--- config.mk ---
export PLATFORM = sky130hd
export DESIGN_NAME = tmg_div
export DESIGN_NICKNAME = d
export VERILOG_FILES = /design/src/hw/rtl/tmg_pkg.sv /design/src/hw/rtl/tmg_div.sv
export SDC_FILE = /design/constraint.sdc
export NUM_CORES = 1
export LEC_CHECK = 0
export ABC_AREA = 0
export BUFFER_PORTS_ARGS = -buffer_cell sky130_fd_sc_hd__buf_4
export CAP_MARGIN = 20
export CORE_AREA = 2 2 251 253
export DETAILED_ROUTE_END_ITERATION = 10
export DIE_AREA = 0 0 253 255
export SKIP_LAST_GASP = 1
export SLEW_MARGIN = 30
export SYNTH_ARGS = -nofsm -noshare
export SYNTH_HDL_FRONTEND = slang
export SYNTH_SLANG_ARGS = --single-unit
--- constraint.sdc ---
create_clock -name clk -period 3.1 [get_ports clk]
set_input_delay 0.31 -clock clk [delete_from_list [all_inputs] [get_ports clk]]
set_output_delay 0.31 -clock clk [all_outputs]
set_load 0.005 [all_outputs]
--- src/hw/rtl/tmg_pkg.sv ---
// tmg_pkg: shared constants, field layouts and types of the tone map block
// used by every file under hw/rtl; depends on nothing
package tmg_pkg;

  localparam int CHANNEL_FRAC_BITS = 12;
  localparam int GAMMA_INDEX_BITS  = 10;
  localparam int COORD_BITS        = 12;
  localparam int CHAN_BITS         = 16;
  localparam int PIX_BITS          = 8;
  localparam int VRES_BITS         = 13;
  localparam int NUM_CH            = 3;

  localparam int TABLE_DEPTH = 1 << GAMMA_INDEX_BITS;
  localparam int QUO_BITS    = CHANNEL_FRAC_BITS + 1;
  localparam int DIV_STAGES  = QUO_BITS;
  localparam int DVS_BITS    = CHAN_BITS + 1;
  localparam int REM_BITS    = CHAN_BITS + 2;
  localparam int PROD_BITS   = QUO_BITS + GAMMA_INDEX_BITS + 1;
  localparam int LIN_BITS    = QUO_BITS + PIX_BITS;

  localparam logic [DVS_BITS-1:0]         CHAN_ONE  = DVS_BITS'(1) << CHANNEL_FRAC_BITS;
  localparam logic [DVS_BITS-1:0]         CHAN_HALF = CHAN_ONE >> 1;
  localparam logic [GAMMA_INDEX_BITS-1:0] TABLE_MAX = '1;
  localparam logic [PIX_BITS-1:0]         PIX_MAX   = '1;

  localparam int CFG_ADDR_BITS = 2;
  localparam int CFG_DATA_BITS = VRES_BITS;
  localparam logic [VRES_BITS-1:0] VRES_RESET = VRES_BITS'(480);

  typedef enum logic [CFG_ADDR_BITS-1:0] {
    CFG_CLAMP_MODE   = 2'd0,
    CFG_GAMMA_ENABLE = 2'd1,
    CFG_VERTICAL_RES = 2'd2
  } cfg_idx_t;

  localparam logic REQ_PIXEL       = 1'b0;
  localparam logic REQ_TABLE_WRITE = 1'b1;

  // input tdata layout
  localparam int IN_ROW_LSB   = 0;
  localparam int IN_COL_LSB   = IN_ROW_LSB + COORD_BITS;
  localparam int IN_RED_LSB   = IN_COL_LSB + COORD_BITS;
  localparam int IN_GREEN_LSB = IN_RED_LSB + CHAN_BITS;
  localparam int IN_BLUE_LSB  = IN_GREEN_LSB + CHAN_BITS;
  localparam int IN_TIDX_LSB  = IN_BLUE_LSB + CHAN_BITS;
  localparam int IN_TVAL_LSB  = IN_TIDX_LSB + GAMMA_INDEX_BITS;
  localparam int IN_FIELD_BITS = IN_TVAL_LSB + PIX_BITS;
  localparam int IN_DATA_BITS  = ((IN_FIELD_BITS + 7) / 8) * 8;

  // output tdata layout
  localparam int OUT_X_LSB     = 0;
  localparam int OUT_Y_LSB     = OUT_X_LSB + COORD_BITS;
  localparam int OUT_RED_LSB   = OUT_Y_LSB + COORD_BITS;
  localparam int OUT_GREEN_LSB = OUT_RED_LSB + PIX_BITS;
  localparam int OUT_BLUE_LSB  = OUT_GREEN_LSB + PIX_BITS;
  localparam int OUT_FIELD_BITS = OUT_BLUE_LSB + PIX_BITS;
  localparam int OUT_DATA_BITS  = ((OUT_FIELD_BITS + 7) / 8) * 8;

  typedef logic [CHAN_BITS-1:0] chan_t;
  typedef chan_t [NUM_CH-1:0]   chan_vec_t;
  typedef logic [QUO_BITS-1:0]  norm_t;

  typedef struct packed {
    logic                        wr;
    logic [COORD_BITS-1:0]       row;
    logic [COORD_BITS-1:0]       col;
    chan_vec_t                   ch;
    logic [GAMMA_INDEX_BITS-1:0] tidx;
    logic [PIX_BITS-1:0]         tval;
  } item_t;

  // per-transaction sideband that rides along the channel datapath
  typedef struct packed {
    logic                        vld;
    logic                        wr;
    logic [COORD_BITS-1:0]       x;
    logic [COORD_BITS-1:0]       y;
    logic [GAMMA_INDEX_BITS-1:0] tidx;
    logic [PIX_BITS-1:0]         tval;
  } side_t;

endpackage

--- src/hw/rtl/tmg_div.sv ---
// tmg_div: pipelined restoring divider, one quotient bit per stage, gives
// floor(ch * one / dvs) for ch <= dvs; depends on tmg_pkg
module tmg_div (
  input  logic                         clk,
  input  logic                         en,
  input  tmg_pkg::chan_t               ch,
  input  logic [tmg_pkg::DVS_BITS-1:0] dvs,
  output tmg_pkg::norm_t               q
);

  logic [tmg_pkg::REM_BITS-1:0] rem_r [tmg_pkg::DIV_STAGES];
  logic [tmg_pkg::DVS_BITS-1:0] dvs_r [tmg_pkg::DIV_STAGES];
  tmg_pkg::norm_t               q_r   [tmg_pkg::DIV_STAGES];

  for (genvar s = 0; s < tmg_pkg::DIV_STAGES; s++) begin : g_stage
    logic [tmg_pkg::REM_BITS-1:0] trial;
    logic [tmg_pkg::DVS_BITS-1:0] d_in;
    tmg_pkg::norm_t               q_in;
    logic                         qbit;
    logic [tmg_pkg::REM_BITS-1:0] rem_nxt;
    tmg_pkg::norm_t               q_nxt;

    if (s == 0) begin : g_first
      assign trial = tmg_pkg::REM_BITS'(ch);
      assign d_in  = dvs;
      assign q_in  = '0;
    end else begin : g_next
      assign trial = {rem_r[s-1][tmg_pkg::REM_BITS-2:0], 1'b0};
      assign d_in  = dvs_r[s-1];
      assign q_in  = q_r[s-1];
    end

    always_comb begin
      qbit    = (trial >= tmg_pkg::REM_BITS'(d_in));
      rem_nxt = qbit ? (trial - tmg_pkg::REM_BITS'(d_in)) : trial;
      q_nxt   = {q_in[tmg_pkg::QUO_BITS-2:0], qbit};
    end

    always_ff @(posedge clk) begin
      if (en) begin
        rem_r[s] <= rem_nxt;
        dvs_r[s] <= d_in;
        q_r[s]   <= q_nxt;
      end
    end
  end

  assign q = q_r[tmg_pkg::DIV_STAGES-1];

endmodule

# --- Word-level counts from Yosys, hierarchy flattened ---
# Memory sizes are Yosys's and may differ from the RTL's.
# Cells that the tools add are included.
# W data, S select, Z words.
word_totals:
  mem_count: 3
  regBits: 0
  input_bits: 35
  word_cells: 44
  romBits: 0
  mem_bits_rw: 624
  latchBits: 0
mem_list:
  columns: ["name", "depth", "width", "rd", "rd_ports_with_merged_regs", "write_ports", "line", "source"]
  rows:
  - ["rem_r", 13, 18, 12, 0, 13, "tmg_div.sv:11", "logic [tmg_pkg::REM_BITS-1:0] rem_r [tmg_pkg::DIV_STAGES];"]
  - ["dvs_r", 13, 17, 12, 0, 13, "tmg_div.sv:12", "logic [tmg_pkg::DVS_BITS-1:0] dvs_r [tmg_pkg::DIV_STAGES];"]
  - ["q_r", 13, 13, 13, 0, 13, "tmg_div.sv:13", "tmg_pkg::norm_t q_r [tmg_pkg::DIV_STAGES];"]
op_classes:
  shift: 0
  eq_ne: 0
  reduce_logical: 0
  mul: 0
  div_mod_pow: 0
  n_lt_le_gt_ge: 13
  addsub: 13
  n_mux: 15
  bitwise_logic: 0
ops:
  columns: ["op", "count"]
  rows:
  - ["$mux W18", 13]
  - ["$ge A18 B17 Y1", 12]
  - ["$sub A18 B17 Y18", 12]
  - ["$sub A16 B17 Y18", 1]
  - ["$ge A16 B17 Y1", 1]
  - ["$mux W1", 2]

# --- Depth between registers and ports, before layout ---
# An unclocked memory read counts as a cell.
depth:
  ltp_word: 3
  mapped_depth: 12
  mapped_depth_nobuf: 11

# --- Worst setup path before layout ---
# Ideal clock, no wire load.
synth_path:
  kind: "reg2reg"
  from: "memory rem_r[0][37] in the netlist's numbering"
  to: "memory rem_r[0][64] in the netlist's numbering (data pin)"
  synth_period_minus_slack_ps: 3000
  slack_ps: 100
  arrival_time_ps: 2738
  path_stages_with_launch: 11
  setup_time_ps: 262
  required_time_ps: 2838
  path_cell_list: "edfxtp_1 > ha_1 > nor2b_1 > o31a_1 > o311a_1 > nor2_2 > a21oi_1 > a211o_1 > a31oi_4 > buf_6 > mux2_1"
synth_rtl:
  columns: ["item", "line"]
  rows:
  - ["from (decl)", "tmg_div.sv:11"]

==> summary.md <==
| Metric | Value |
|---|---|
| Max Freq | `329 MHz` |
| GRT Resource Usage Total | `17.9%` |
| Power per cell area | `962 nW/um^2` |
| Vias per cell | `5.37` |
| R2R Setup Slk | `60 ps` |
| Final setup skew | `43.1 ps` |
| Syn_nets | `2,603` |
| Via Count | `18,171` |
| Largest cells by area after synthesis | `edfxtp_1 (55%), ha_1 (10%), inv_1 (3.7%), mux2_2 (3.1%), xnor2_1 (2.9%)` |
| Yosys top cell area share | `54.5%` |
| Sequential element share of the synthesized area | `54.5%` |
| Worst Hold Depth | `1` |
| Worst R2R End | `rem_r[2][33]` |
| Reg2reg start | `rem_r[2][4]` |
| Top FF cell, synth | `edfxtp_1` |
| Htree depth | `2` |
| Min cycle time layout | `3040 ps` |
| First-pass iteration count of the detailed router | `5` |
| CTS Buf Count | `57` |
| Largest net degree at the start of global routing | `126` |
| CTS tree | `built` |
| Fillcell total | `5,343` |
| Worst Hold Path EP | `rem_r[1][13]` |
| Number of flops mapped to enable cells by yosys | `499` |
| Synth Cell Area | `27,500 um^2` |
| R2r worst-path depth | `9` |
| Hold Crit Class | `in -> reg` |
| CP most frequent cell | `a31oi_1` |
| Slew headroom | `42.6%` |
| Ratio of cells with drive above 1 in the final layout | `13.6%` |
| Global-route wire length before repair | `92.9 mm` |
| Reg clk slew, reported paths | `60 ps` |
| Final HPWL DP | `42.0 mm` |
| # clock sinks | `499` |
| Unrepaired setup endpoints after global routing | `true` |
| Die area | `64,500 um^2` |
| Final Max Tran Viols | `0` |
| Worst Tran Pin Value | `840 ps` |
| ANT cells | `0` |
| Yosys warns | `0` |
| Max incr delay on CP | `630 ps` |
| Worst setup EP type | `flop` |
| Post-layout util | `51.1%` |
| Period Utilization, post-route | `98.0%` |
| 1st-iter DRT viols | `933` |
| Vias in the first global route | `18,614` |
| Clk Latency, worst-skew pair | `630 ps` |
| CP cell instances | `ha_1, or2_2, a21oi_1, a31oi_1, a41o_1, or4b_2, a31oi_1, xor2_1, o21ai_0` |
| Area leader, netlist | `edfxtp_1` |
| NumNets Final | `2,802` |
| Max Buffers Root-to-Sink | `3` |
| Setup crit start kind | `flop` |
| Total leakage power | `13.1 nW` |
| Count leader, synth | `edfxtp_1` |
| Arrival @ worst endpoint | `3410 ps` |
| FF+latch count, synth | `499` |
| VDD IR max | `515 uV` |
| Crit path max fanout | `4` |
| Io pins | `48` |
| Post-synth cell types | `71` |
| Remaining DRCs | `0` |
| Antenna Violating Nets Remaining | `0` |
| Fin cells | `3,381` |
| CP Class | `reg -> reg` |
| CP startpoint | `rem_r[2][4]` |
| Slowest CP cell | `or4b_2` |
| Initial core utilization | `44.2%` |
| Routed WL per cell | `17.0 um` |
| Post-synth top cells | `edfxtp_1 (499), inv_1 (273), ha_1 (219)` |
| Core Footprint | `62,200 um^2` |
| Placer Congestion | `0.893` |
| Post-Syn Instances | `2,337` |
| Worst EP required | `3470 ps` |
| Async SR Flop Fraction | `0%` |
| Clk Tree Root Cell | `clkbuf_16` |
| Max_cap viols | `0` |
| Input/output buffers | `47` |
| P&R area growth vs syn | `15.7%` |
| Die width | `253 um` |
| Hold wc startpoint | `en` |
| Status | `complete, no violations` |
| Grt total ovfl | `0` |
| Final hold vios | `0` |
| Std cell rows | `92` |
| Average size of a mapped cell | `11.8 um^2` |
| Initial antenna violation count | `0` |
| Die height | `255 um` |
| Setup violators final | `0` |
| Placed Cells incl. Taps | `3,227` |
| Drt total wl | `57.6 mm` |
[layout by cell type, fill, tap and decap left out, types with 11 or more instances in the layout]
cell type and instances:
edfxtp_1 499, inv_1 272, ha_1 218, nand2_1 161, o21ai_0 139, nor2_1 131, a21oi_1 121, buf_4 120
xnor2_1 90, mux2_2 74, xor2_1 64, a21o_1 60, clkbuf_16 59, nor3_1 58, o21a_1 32, nand3_1 30
dlygate4sd3_1 30, nor2b_1 25, nand2b_1 25, nand4_1 25, a31oi_1 21, o31ai_1 18, o21bai_1 18, clkinv_1 15
a211oi_1 14, clkinv_2 14, o31a_1 13, clkbuf_1 13, buf_12 13, or2_2 11, or3_1 11, and3_1 11
o211ai_1 11, fa_1 11
[sequential cells by signal, indices dropped and copies added (netlist names)]
signal  flops
dvs_r     204
q_r        91
rem_r     204
[cell type report]
| type | instances | area, um^2 | area share [%] |
|---|---|---|---|
| Inverter | 273 | 1020 | 3.22 |
| Clock buffer | 70 | 1480 | 4.64 |
| Clock inverter | 35 | 209 | 0.657 |
| Timing Repair Buffer | 170 | 1590 | 5.00 |
| Multi-Input combinational cell | 1535 | 11500 | 36.2 |
| Sequential cell | 499 | 15000 | 47.1 |
| Tap cell | 799 | 1000 | 3.15 |
[where the power goes]
group / total [W] / internal (W) / switching (W)
logic: 0.0137 / 0.00654 / 0.00713
registers: 0.0108 / 0.00990 / 0.000887
clock network: 0.00611 / 0.00338 / 0.00273
total: 0.0306 / 0.0198 / 0.0107
[worst max-delay path: cells and delay by family (launching register included)]
family | cells | cell delay, ps
AO/OA/AOI/OAI | 5 | 920
adder cells (fa/ha/maj) | 1 | 360
flip-flops | 1 | 400
XOR/XNOR | 1 | 150
AND/OR/NAND/NOR | 2 | 940
[timing repair]
action / in CTS / in global routing
setup endpoints to repair: 17 / 78
resized for setup: 3 / 35
hold buffers: 30 / 0
pin swaps: 4 / 9
hold endpoints to repair: 30 / 0
cloned: 1 / 2
setup buffers: 5 / 12
[worst max-delay path by stage]
stage | to | slack, ps | cells past startpoint
2_1_floorplan | rem_r[0][64] | 100 | 10
3_3_place_gp | rem_r[1][38] | -50 | 10
3_5_place_dp | rem_r[1][40] | -80 | 10
4_1_cts | rem_r[2][33] | 6 | 10
5_1_grt | rem_r[2][33] | -40 | 10
6_report | rem_r[2][33] | 60 | 9
[metrics by stage]
stage               hold slack, ps  setup TNS [ps]  cell area [um^2]  power, W  worst slack [ps]
floorplan                      400               0             27500    0.0202              99.8
global placement               401            -597             29400    0.0235             -50.0
detailed placement             405            -999             29400    0.0239             -81.8
CTS                           34.8               0             31500    0.0304              6.18
global route                  44.0            -445             31800    0.0327             -44.9
finish                        68.0               0             31800    0.0306              61.4
[cells by family (layout without fill, tap and decap cells)]
family                     count (synthesis)  in the layout  synth area share, %
AOI/OAI and AO/OA                        535            535                 12.7
xor gates and xnor gates                 154            154                 4.91
adders and majority gates                231            231                 10.8
buffers and inverters                    303            548                 4.22
DFF                                      499            499                 54.5
muxes                                     98             98                 3.98
and+or+nand+nor                          517            517                 8.82
[metal layers]
metal	GRT usage (%)	routed length (um)
met3	2.81	2020
met4	7.71	2270
met1	19.2	22000
met5	0	0
met2	34.8	31300
No activity file was read; power rests on OpenSTA's default activity.
