$ cat config.mk
export PLATFORM = sky130hd
export DESIGN_NAME = tmg_prep
export DESIGN_NICKNAME = d
export VERILOG_FILES = /design/src/hw/rtl/tmg_pkg.sv /design/src/hw/rtl/tmg_prep.sv
export SDC_FILE = /design/constraint.sdc
export NUM_CORES = 1
export LEC_CHECK = 0
export ABC_CLOCK_PERIOD_IN_PS = 7000
export BUFFER_PORTS_ARGS = -buffer_cell sky130_fd_sc_hd__buf_2
export CAP_MARGIN = 20
export CORE_MARGIN = 10
export CORE_UTILIZATION = 48
export CTS_BUF_LIST = sky130_fd_sc_hd__clkbuf_8 sky130_fd_sc_hd__clkbuf_16
export CTS_CLUSTER_DIAMETER = 80
export DETAILED_ROUTE_END_ITERATION = 12
export PLACE_DENSITY_LB_ADDON = 0.2
export SLEW_MARGIN = 10
export SYNTH_ARGS = -nofsm -noshare
export SYNTH_HDL_FRONTEND = slang
export SYNTH_SLANG_ARGS = --single-unit
$ cat constraint.sdc
create_clock -name clk -period 7 [get_ports clk]
set_input_delay 1.75 -clock clk [delete_from_list [all_inputs] [get_ports clk]]
set_output_delay 1.75 -clock clk [all_outputs]
set_load 0.005 [all_outputs]
$ cat src/hw/rtl/tmg_pkg.sv
// tmg_pkg: shared constants, field layouts and types of the tone map block
// used by every file under hw/rtl; depends on nothing
package tmg_pkg;

  localparam int CHANNEL_FRAC_BITS = 12;
  localparam int GAMMA_INDEX_BITS  = 10;
  localparam int COORD_BITS        = 12;
  localparam int CHAN_BITS         = 16;
  localparam int PIX_BITS          = 8;
  localparam int VRES_BITS         = 13;
  localparam int NUM_CH            = 3;

  localparam int TABLE_DEPTH = 1 << GAMMA_INDEX_BITS;
  localparam int QUO_BITS    = CHANNEL_FRAC_BITS + 1;
  localparam int DIV_STAGES  = QUO_BITS;
  localparam int DVS_BITS    = CHAN_BITS + 1;
  localparam int REM_BITS    = CHAN_BITS + 2;
  localparam int PROD_BITS   = QUO_BITS + GAMMA_INDEX_BITS + 1;
  localparam int LIN_BITS    = QUO_BITS + PIX_BITS;

  localparam logic [DVS_BITS-1:0]         CHAN_ONE  = DVS_BITS'(1) << CHANNEL_FRAC_BITS;
  localparam logic [DVS_BITS-1:0]         CHAN_HALF = CHAN_ONE >> 1;
  localparam logic [GAMMA_INDEX_BITS-1:0] TABLE_MAX = '1;
  localparam logic [PIX_BITS-1:0]         PIX_MAX   = '1;

  localparam int CFG_ADDR_BITS = 2;
  localparam int CFG_DATA_BITS = VRES_BITS;
  localparam logic [VRES_BITS-1:0] VRES_RESET = VRES_BITS'(480);

  typedef enum logic [CFG_ADDR_BITS-1:0] {
    CFG_CLAMP_MODE   = 2'd0,
    CFG_GAMMA_ENABLE = 2'd1,
    CFG_VERTICAL_RES = 2'd2
  } cfg_idx_t;

  localparam logic REQ_PIXEL       = 1'b0;
  localparam logic REQ_TABLE_WRITE = 1'b1;

  // input tdata layout
  localparam int IN_ROW_LSB   = 0;
  localparam int IN_COL_LSB   = IN_ROW_LSB + COORD_BITS;
  localparam int IN_RED_LSB   = IN_COL_LSB + COORD_BITS;
  localparam int IN_GREEN_LSB = IN_RED_LSB + CHAN_BITS;
  localparam int IN_BLUE_LSB  = IN_GREEN_LSB + CHAN_BITS;
  localparam int IN_TIDX_LSB  = IN_BLUE_LSB + CHAN_BITS;
  localparam int IN_TVAL_LSB  = IN_TIDX_LSB + GAMMA_INDEX_BITS;
  localparam int IN_FIELD_BITS = IN_TVAL_LSB + PIX_BITS;
  localparam int IN_DATA_BITS  = ((IN_FIELD_BITS + 7) / 8) * 8;

  // output tdata layout
  localparam int OUT_X_LSB     = 0;
  localparam int OUT_Y_LSB     = OUT_X_LSB + COORD_BITS;
  localparam int OUT_RED_LSB   = OUT_Y_LSB + COORD_BITS;
  localparam int OUT_GREEN_LSB = OUT_RED_LSB + PIX_BITS;
  localparam int OUT_BLUE_LSB  = OUT_GREEN_LSB + PIX_BITS;
  localparam int OUT_FIELD_BITS = OUT_BLUE_LSB + PIX_BITS;
  localparam int OUT_DATA_BITS  = ((OUT_FIELD_BITS + 7) / 8) * 8;

  typedef logic [CHAN_BITS-1:0] chan_t;
  typedef chan_t [NUM_CH-1:0]   chan_vec_t;
  typedef logic [QUO_BITS-1:0]  norm_t;

  typedef struct packed {
    logic                        wr;
    logic [COORD_BITS-1:0]       row;
    logic [COORD_BITS-1:0]       col;
    chan_vec_t                   ch;
    logic [GAMMA_INDEX_BITS-1:0] tidx;
    logic [PIX_BITS-1:0]         tval;
  } item_t;

  // per-transaction sideband that rides along the channel datapath
  typedef struct packed {
    logic                        vld;
    logic                        wr;
    logic [COORD_BITS-1:0]       x;
    logic [COORD_BITS-1:0]       y;
    logic [GAMMA_INDEX_BITS-1:0] tidx;
    logic [PIX_BITS-1:0]         tval;
  } side_t;

endpackage

$ cat src/hw/rtl/tmg_prep.sv
// tmg_prep: input register, channel max, clamp, divisor select and row flip
// depends on tmg_pkg
module tmg_prep (
  input  logic                          clk,
  input  logic                          rst_n,
  input  logic                          en,
  input  logic                          in_vld,
  input  tmg_pkg::item_t                item,
  input  logic                          clamp_mode,
  input  logic [tmg_pkg::VRES_BITS-1:0] vres,
  output tmg_pkg::side_t                side,
  output tmg_pkg::chan_vec_t            ch,
  output logic [tmg_pkg::DVS_BITS-1:0]  dvs
);

  logic                          a_vld_r;
  tmg_pkg::item_t                a_item_r;
  tmg_pkg::side_t                b_side_r;
  tmg_pkg::chan_vec_t            b_ch_r;
  logic [tmg_pkg::DVS_BITS-1:0]  b_dvs_r;

  tmg_pkg::side_t                b_side_nxt;
  tmg_pkg::chan_vec_t            b_ch_nxt;
  logic [tmg_pkg::DVS_BITS-1:0]  b_dvs_nxt;
  tmg_pkg::chan_t                mx;

  always_comb begin
    mx = a_item_r.ch[0];
    if (a_item_r.ch[1] > mx) begin
      mx = a_item_r.ch[1];
    end
    if (a_item_r.ch[2] > mx) begin
      mx = a_item_r.ch[2];
    end
    for (int c = 0; c < tmg_pkg::NUM_CH; c++) begin
      b_ch_nxt[c] = a_item_r.ch[c];
      if (clamp_mode && (tmg_pkg::DVS_BITS'(a_item_r.ch[c]) > tmg_pkg::CHAN_ONE)) begin
        b_ch_nxt[c] = tmg_pkg::CHAN_BITS'(tmg_pkg::CHAN_ONE);
      end
    end
    // dividing by one leaves in-range values untouched
    if (!clamp_mode && (tmg_pkg::DVS_BITS'(mx) > tmg_pkg::CHAN_ONE)) begin
      b_dvs_nxt = tmg_pkg::DVS_BITS'(mx);
    end else begin
      b_dvs_nxt = tmg_pkg::CHAN_ONE;
    end
    b_side_nxt.vld  = a_vld_r;
    b_side_nxt.wr   = a_item_r.wr;
    b_side_nxt.x    = a_item_r.col;
    b_side_nxt.y    = tmg_pkg::COORD_BITS'(vres) - tmg_pkg::COORD_BITS'(1) - a_item_r.row;
    b_side_nxt.tidx = a_item_r.tidx;
    b_side_nxt.tval = a_item_r.tval;
  end

  always_ff @(posedge clk) begin
    if (!rst_n) begin
      a_vld_r      <= 1'b0;
      b_side_r.vld <= 1'b0;
    end else if (en) begin
      a_vld_r  <= in_vld;
      a_item_r <= item;
      b_side_r <= b_side_nxt;
      b_ch_r   <= b_ch_nxt;
      b_dvs_r  <= b_dvs_nxt;
    end
  end

  assign side = b_side_r;
  assign ch   = b_ch_r;
  assign dvs  = b_dvs_r;

endmodule

[Yosys cells after proc, flatten, opt, wreduce, memory -nomap -nowiden]
Cells that the tools add are included.
Cells by class
  add/sub/neg operators: 2
  magnitude comparators: 6
  mux-type cells: 2
  reduce and logical (&&, ||, !) cells: 6
Operator list (number)
  $gt A16 B13 Y1 const B: 4
  $gt A16 B16 Y1: 2
  $mux W16: 2
  $sub A12 B1 Y12 const B: 1
  $sub A12 B12 Y12: 1
  $logic_and A1 B1 Y1: 4
  $reduce_and A2 Y1: 1
  $logic_not A1 Y1: 1
Word-level totals
  register bits: 201
  bits of input ports: 109
  output and inout bits: 109
  word-level logic and storage cells: 36

[Depth between registers and ports, before layout]
  depth after elaboration: 6
  depth in mapped cells: 18
  depth with buffers taken out: 16

[Least setup slack after synthesis]
Ideal clock, no wire load.
  path kind: input to register
  from: in en
  to: reg a_item_r[0] (netlist name) (enable)
  setup time: 0.582 ns
  data arrival time: 6.243 ns
  data required time: 6.418 ns
  setup slack: 0.175 ns
  stages: 1
  path buffers: 0
  cells stage by stage: and2_1
On the way
  word-level cells in the longest chain between the ends: 1
Ends and longest elaborated chain
  from (decl): line tmg_prep.sv:6  | input logic en,
  $reduce_and A2 Y1 (no source line)
  to (signal assigned): line tmg_prep.sv:61  | a_item_r <= item;
  to (decl): line tmg_prep.sv:17  | tmg_pkg::item_t a_item_r;
Every way passes these cells.
A chain may end at the register's enable or synchronous reset.

[Worst setup path after layout]
  from: reg a_item_r[32] (netlist name)
  to: reg b_dvs_r (netlist bit dvs[1]), data pin
On the way
  word-level cells in the longest chain between the ends: 6
Ends and longest elaborated chain
  $gt A16 B16 Y1: line tmg_prep.sv:29  | if (a_item_r.ch[1] > mx) begin
  $mux W16 *: line tmg_prep.sv:29
  $gt A16 B16 Y1: line tmg_prep.sv:32  | if (a_item_r.ch[2] > mx) begin
  $mux W16 *: line tmg_prep.sv:32
  $gt A16 B13 Y1: line tmg_prep.sv:42  | if (!clamp_mode && (tmg_pkg::DVS_BITS'(mx) > tmg_pkg::CHAN_ONE)) begin
  $logic_and A1 B1 Y1: line tmg_prep.sv:42
  to (signal assigned): line tmg_prep.sv:64  | b_dvs_r <= b_dvs_nxt;
  to (decl): line tmg_prep.sv:20  | logic [tmg_pkg::DVS_BITS-1:0] b_dvs_r;
Every way passes the cells marked *; elsewhere a longest branch is shown, timed or not.

==> summary.txt <==
Run status
  • Outcome: finished, final reports clean

Synthesis
  • Ys Warns: 0
  • Syn_area_per_cell: 15.2 sq um
  • Synth cell types: 49
  • Post-Synth Adder-Cell Area: 6.61%
  • Cell Area, Synth: 8440 sq um
  • Simple-Gate Fraction of Synth Area: 10.6%
  • Mux cell area share after synthesis: 0.593%
  • XOR/XNOR share of the synthesized area: 1.04%
  • Synth Flop Type: edfxtp_1
  • Largest family of logic cells by synthesized area: simple AND/OR/NAND/NOR gates
  • Synthesized net count: 710
  • Number of synthesized register bits: 200
  • Register area share after synthesis: 70.9%
  • EDFF count, synth: 198
  • Post-synth ARST share: 0%
  • Mapped Cells: 557
  • Synth Area in Compound Gates: 7.72%

Layout
  • Commonest non-fill, non-tap cell in the layout: buf_2
  • Design Area, Final: 10,300 sq um
  • Area Overhead vs Synth: 22.5%
  • Commonest cells after routing, fill and taps aside: buf_2, edfxtp_1, ha_1
  • Share of layout cells above drive strength 1: 34.0%
  • Util after Layout: 59.8%
  • Number of fill cells in the layout: 1,391
  • Layout Nets: 933
  • Register area: 5990 sq um
  • # diodes: 0
  • Multi-input logic area: 2250 sq um

Critical path
  • Worst reg-to-reg setup slack: 1.55 ns
  • Worst EP arrival: 5.61 ns
  • Buf/Inv on CP: 2
  • CP max stage cell: o211ai_1
  • Stages on worst setup path: 16
  • FF-to-FF path depth: 16
  • CP max FO: 26
  • Crit path launch: a_item_r[32]$_DFFE_PP_
  • Family with the most delay on the worst path: simple AND/OR/NAND/NOR gates
  • Capture point of the worst reg-to-reg path: dvs[1]$_SDFFCE_PN0P_
  • Startpoint types: flip-flop
  • Critical path cell sequence: inv_1 -> ha_1 -> nand4_2 -> nor4_2 -> nand4_1 -> a21oi_1 -> nor2_1 -> ha_1 -> nand2_1 -> o21ai_0 -> a221oi_1 -> o211ai_1 -> nand2_1 -> o21ai_1 -> buf_4 -> a211oi_1
  • CP endpoint: dvs[1]$_SDFFCE_PN0P_
  • Max incr delay on CP: 0.78 ns
  • Setup Crit Path Kind: flip-flop to flip-flop
  • Worst Setup End Kind: flip-flop
  • CP Data Required Time: 7.16 ns
  • Reg2reg start: a_item_r[32]$_DFFE_PP_

Timing
  • Slew @ Worst Pin: 1.04 ns
  • Setup TNS: 0 ns
  • Unrepaired setup endpoints after global routing: false
  • Period utilization: 77.9%
  • Final worst path period need: 5.45 ns
  • Slew Limit Fails: 0
  • Final hold vios: 0
  • Final setup vio count: 0
  • Clock Skew: 0.0102 ns
  • Max_slew headroom: 30.7%
  • Fmax: 183 MHz

Placed design
  • Gpl congestion: 0.885
  • Area after DPL: 9770 sq um
  • Post-DP HPWL: 14.7 mm
  • Port bufs: 215

Clocking
  • CTS tree: built
  • Sink Count: 200
  • Worst skew pair latency: 0.43 ns
  • CTS Root Cell: clkbuf_16
  • Post-CTS Repair Setup Buffers: 0
  • TritonCTS Buffers: 17
  • # resized after CTS: 0
  • Hold buffers post-CTS: 0
  • Clk slew on worst S/H paths: 0.07 ns
  • H-tree levels: 4
  • Longest Clk Path Bufs: 2

Drt
  • Routed wl met3: 1.19 mm
  • Met1 WL: 8.07 mm
  • DR vias: 5,364
  • Total length of routed wires: 19.1 mm
  • DRT iter0 DRCs: 265
  • Highest metal layer with signal wires: met4
  • Drt pass-1 iters: 4
  • DR vias/cell: 5.27
  • WL met2: 9.63 mm
  • Routed Antenna Nets: 0
  • DR WL/cell: 18.8 um
  • Drt drc: 0

Die
  • Initial core utilization: 48.8%
  • Die width: 153 um
  • # IOs: 218
  • Core Area: 17,300 sq um
  • # rows: 48
  • DIE AREA: 23,300 sq um
  • Die Y: 153 um

GRT
  • First-pass GRT wire length: 30.0 mm
  • Largest net degree at the start of global routing: 85
  • Total Routing Usage GR: 16.2%
  • Vias in the first global route: 5,555
  • GR Overflow Total: 0
  • Antenna violations before repair: 0

Power and ir drop
  • Max VDD drop: 0.179 mV
  • Power density over the cells: 263 nW/um^2
  • Leak pwr: 0.00422 uW
  • Total power: 2720 uW

Flow run
  • Max Cap Violations: 0

Hold path
  • Hold crit path type: flip-flop to flip-flop
[cell type report]
| class | instances | share of cell area (%) |
|---|---|---|
| multi-input cells | 306 | 21.8 |
| flip-flops and latches | 200 | 57.9 |
| clock buffers | 17 | 4.11 |
| well taps | 225 | 2.72 |
| clock inverters | 15 | 1.42 |
| inverters | 34 | 1.23 |
| repair buffers | 221 | 10.8 |
[worst min-delay path by stage]
stage	startpoint	to	slack, ns	depth (start not counted)
floorplan	a_item_r[0]$_DFFE_PP_	side[0]$_DFFE_PP_	0.40	0
CTS	a_item_r[12]$_DFFE_PP_	side[12]$_DFFE_PP_	0.42	0
global placement	a_item_r[70]$_DFFE_PP_	side[34]$_DFFE_PP_	0.40	0
global route	a_item_r[17]$_DFFE_PP_	side[17]$_DFFE_PP_	0.43	0
detailed placement	a_item_r[12]$_DFFE_PP_	side[12]$_DFFE_PP_	0.40	0
finish	a_item_r[3]$_DFFE_PP_	side[3]$_DFFE_PP_	0.42	0
[worst reg2reg max path: cells and delay by family, from the launching register on]
family	cells	cell delay (ns)
DFF	1	0.39
buffers and inverters	2	0.35
AOI/OAI and AO/OA	6	1.89
adders and majority gates	2	0.65
and+or+nand+nor	6	1.92
[per-layer routing]
layer	track usage, %	vias up
li1	-	2564
met1	19.7	2616
met2	27.3	169
met3	5.33	15
met4	3.81	0
met5	0	-
[registers in the layout, summed over array words and instances (netlist names)]
| name | count |
|---|---|
| dvs | 16 |
| ch | 48 |
| a_vld_r | 1 |
| side | 44 |
| a_item_r | 91 |
[kinds of logic after synthesis]
family / Yosys count
DFF: 200
xor gates and xnor gates: 10
and+or+nand+nor: 158
muxes: 5
AOI/OAI and AO/OA: 88
buffers and inverters: 51
other: 1
adders and majority gates: 44
[report_power, final]
group | total [uW] | internal [uW] | switching, uW
registers | 1430 | 1400 | 31.8
logic | 337 | 142 | 194
clock network | 944 | 500 | 444
total | 2720 | 2040 | 671
[through the flow]
step / worst slack (ns) / cells / hold slack [ns]
after floorplan: 0.175 / 557 / 0.400
after global placement: 1.79 / 986 / 0.401
after detailed placement: 1.63 / 986 / 0.405
after CTS: 1.60 / 1018 / 0.421
after global routing: 0.961 / 1018 / 0.428
final: 1.55 / 1018 / 0.418
[synthesized netlist by cell type, types with 2 or more instances]
cell,instances,share of area (%)
and4_1,2,0.21
nand2b_1,2,0.15
dfxtp_1,2,0.47
xnor2_1,8,0.83
nand2_1,17,0.76
buf_2,2,0.12
nor2b_1,10,0.74
nor2_1,27,1.2
clkbuf_1,11,0.49
ha_1,43,6.4
nor3_1,6,0.36
a211oi_1,8,0.71
o21ai_0,7,0.41
or2_2,2,0.15
nand3_1,8,0.47
a21o_1,7,0.62
o211ai_1,2,0.18
and2_1,40,3.0
nand3b_1,11,0.98
a21oi_1,28,1.7
inv_1,34,1.5
nand4_1,5,0.37
edfxtp_1,198,70
a31oi_1,2,0.15
o31ai_1,13,1.2
o41ai_1,3,0.31
mux2i_1,5,0.59
a211oi_2,10,1.5
and3_1,11,0.82
xor2_1,2,0.21
nor4_1,13,0.96
No activity file was read; power rests on OpenSTA's default activity.
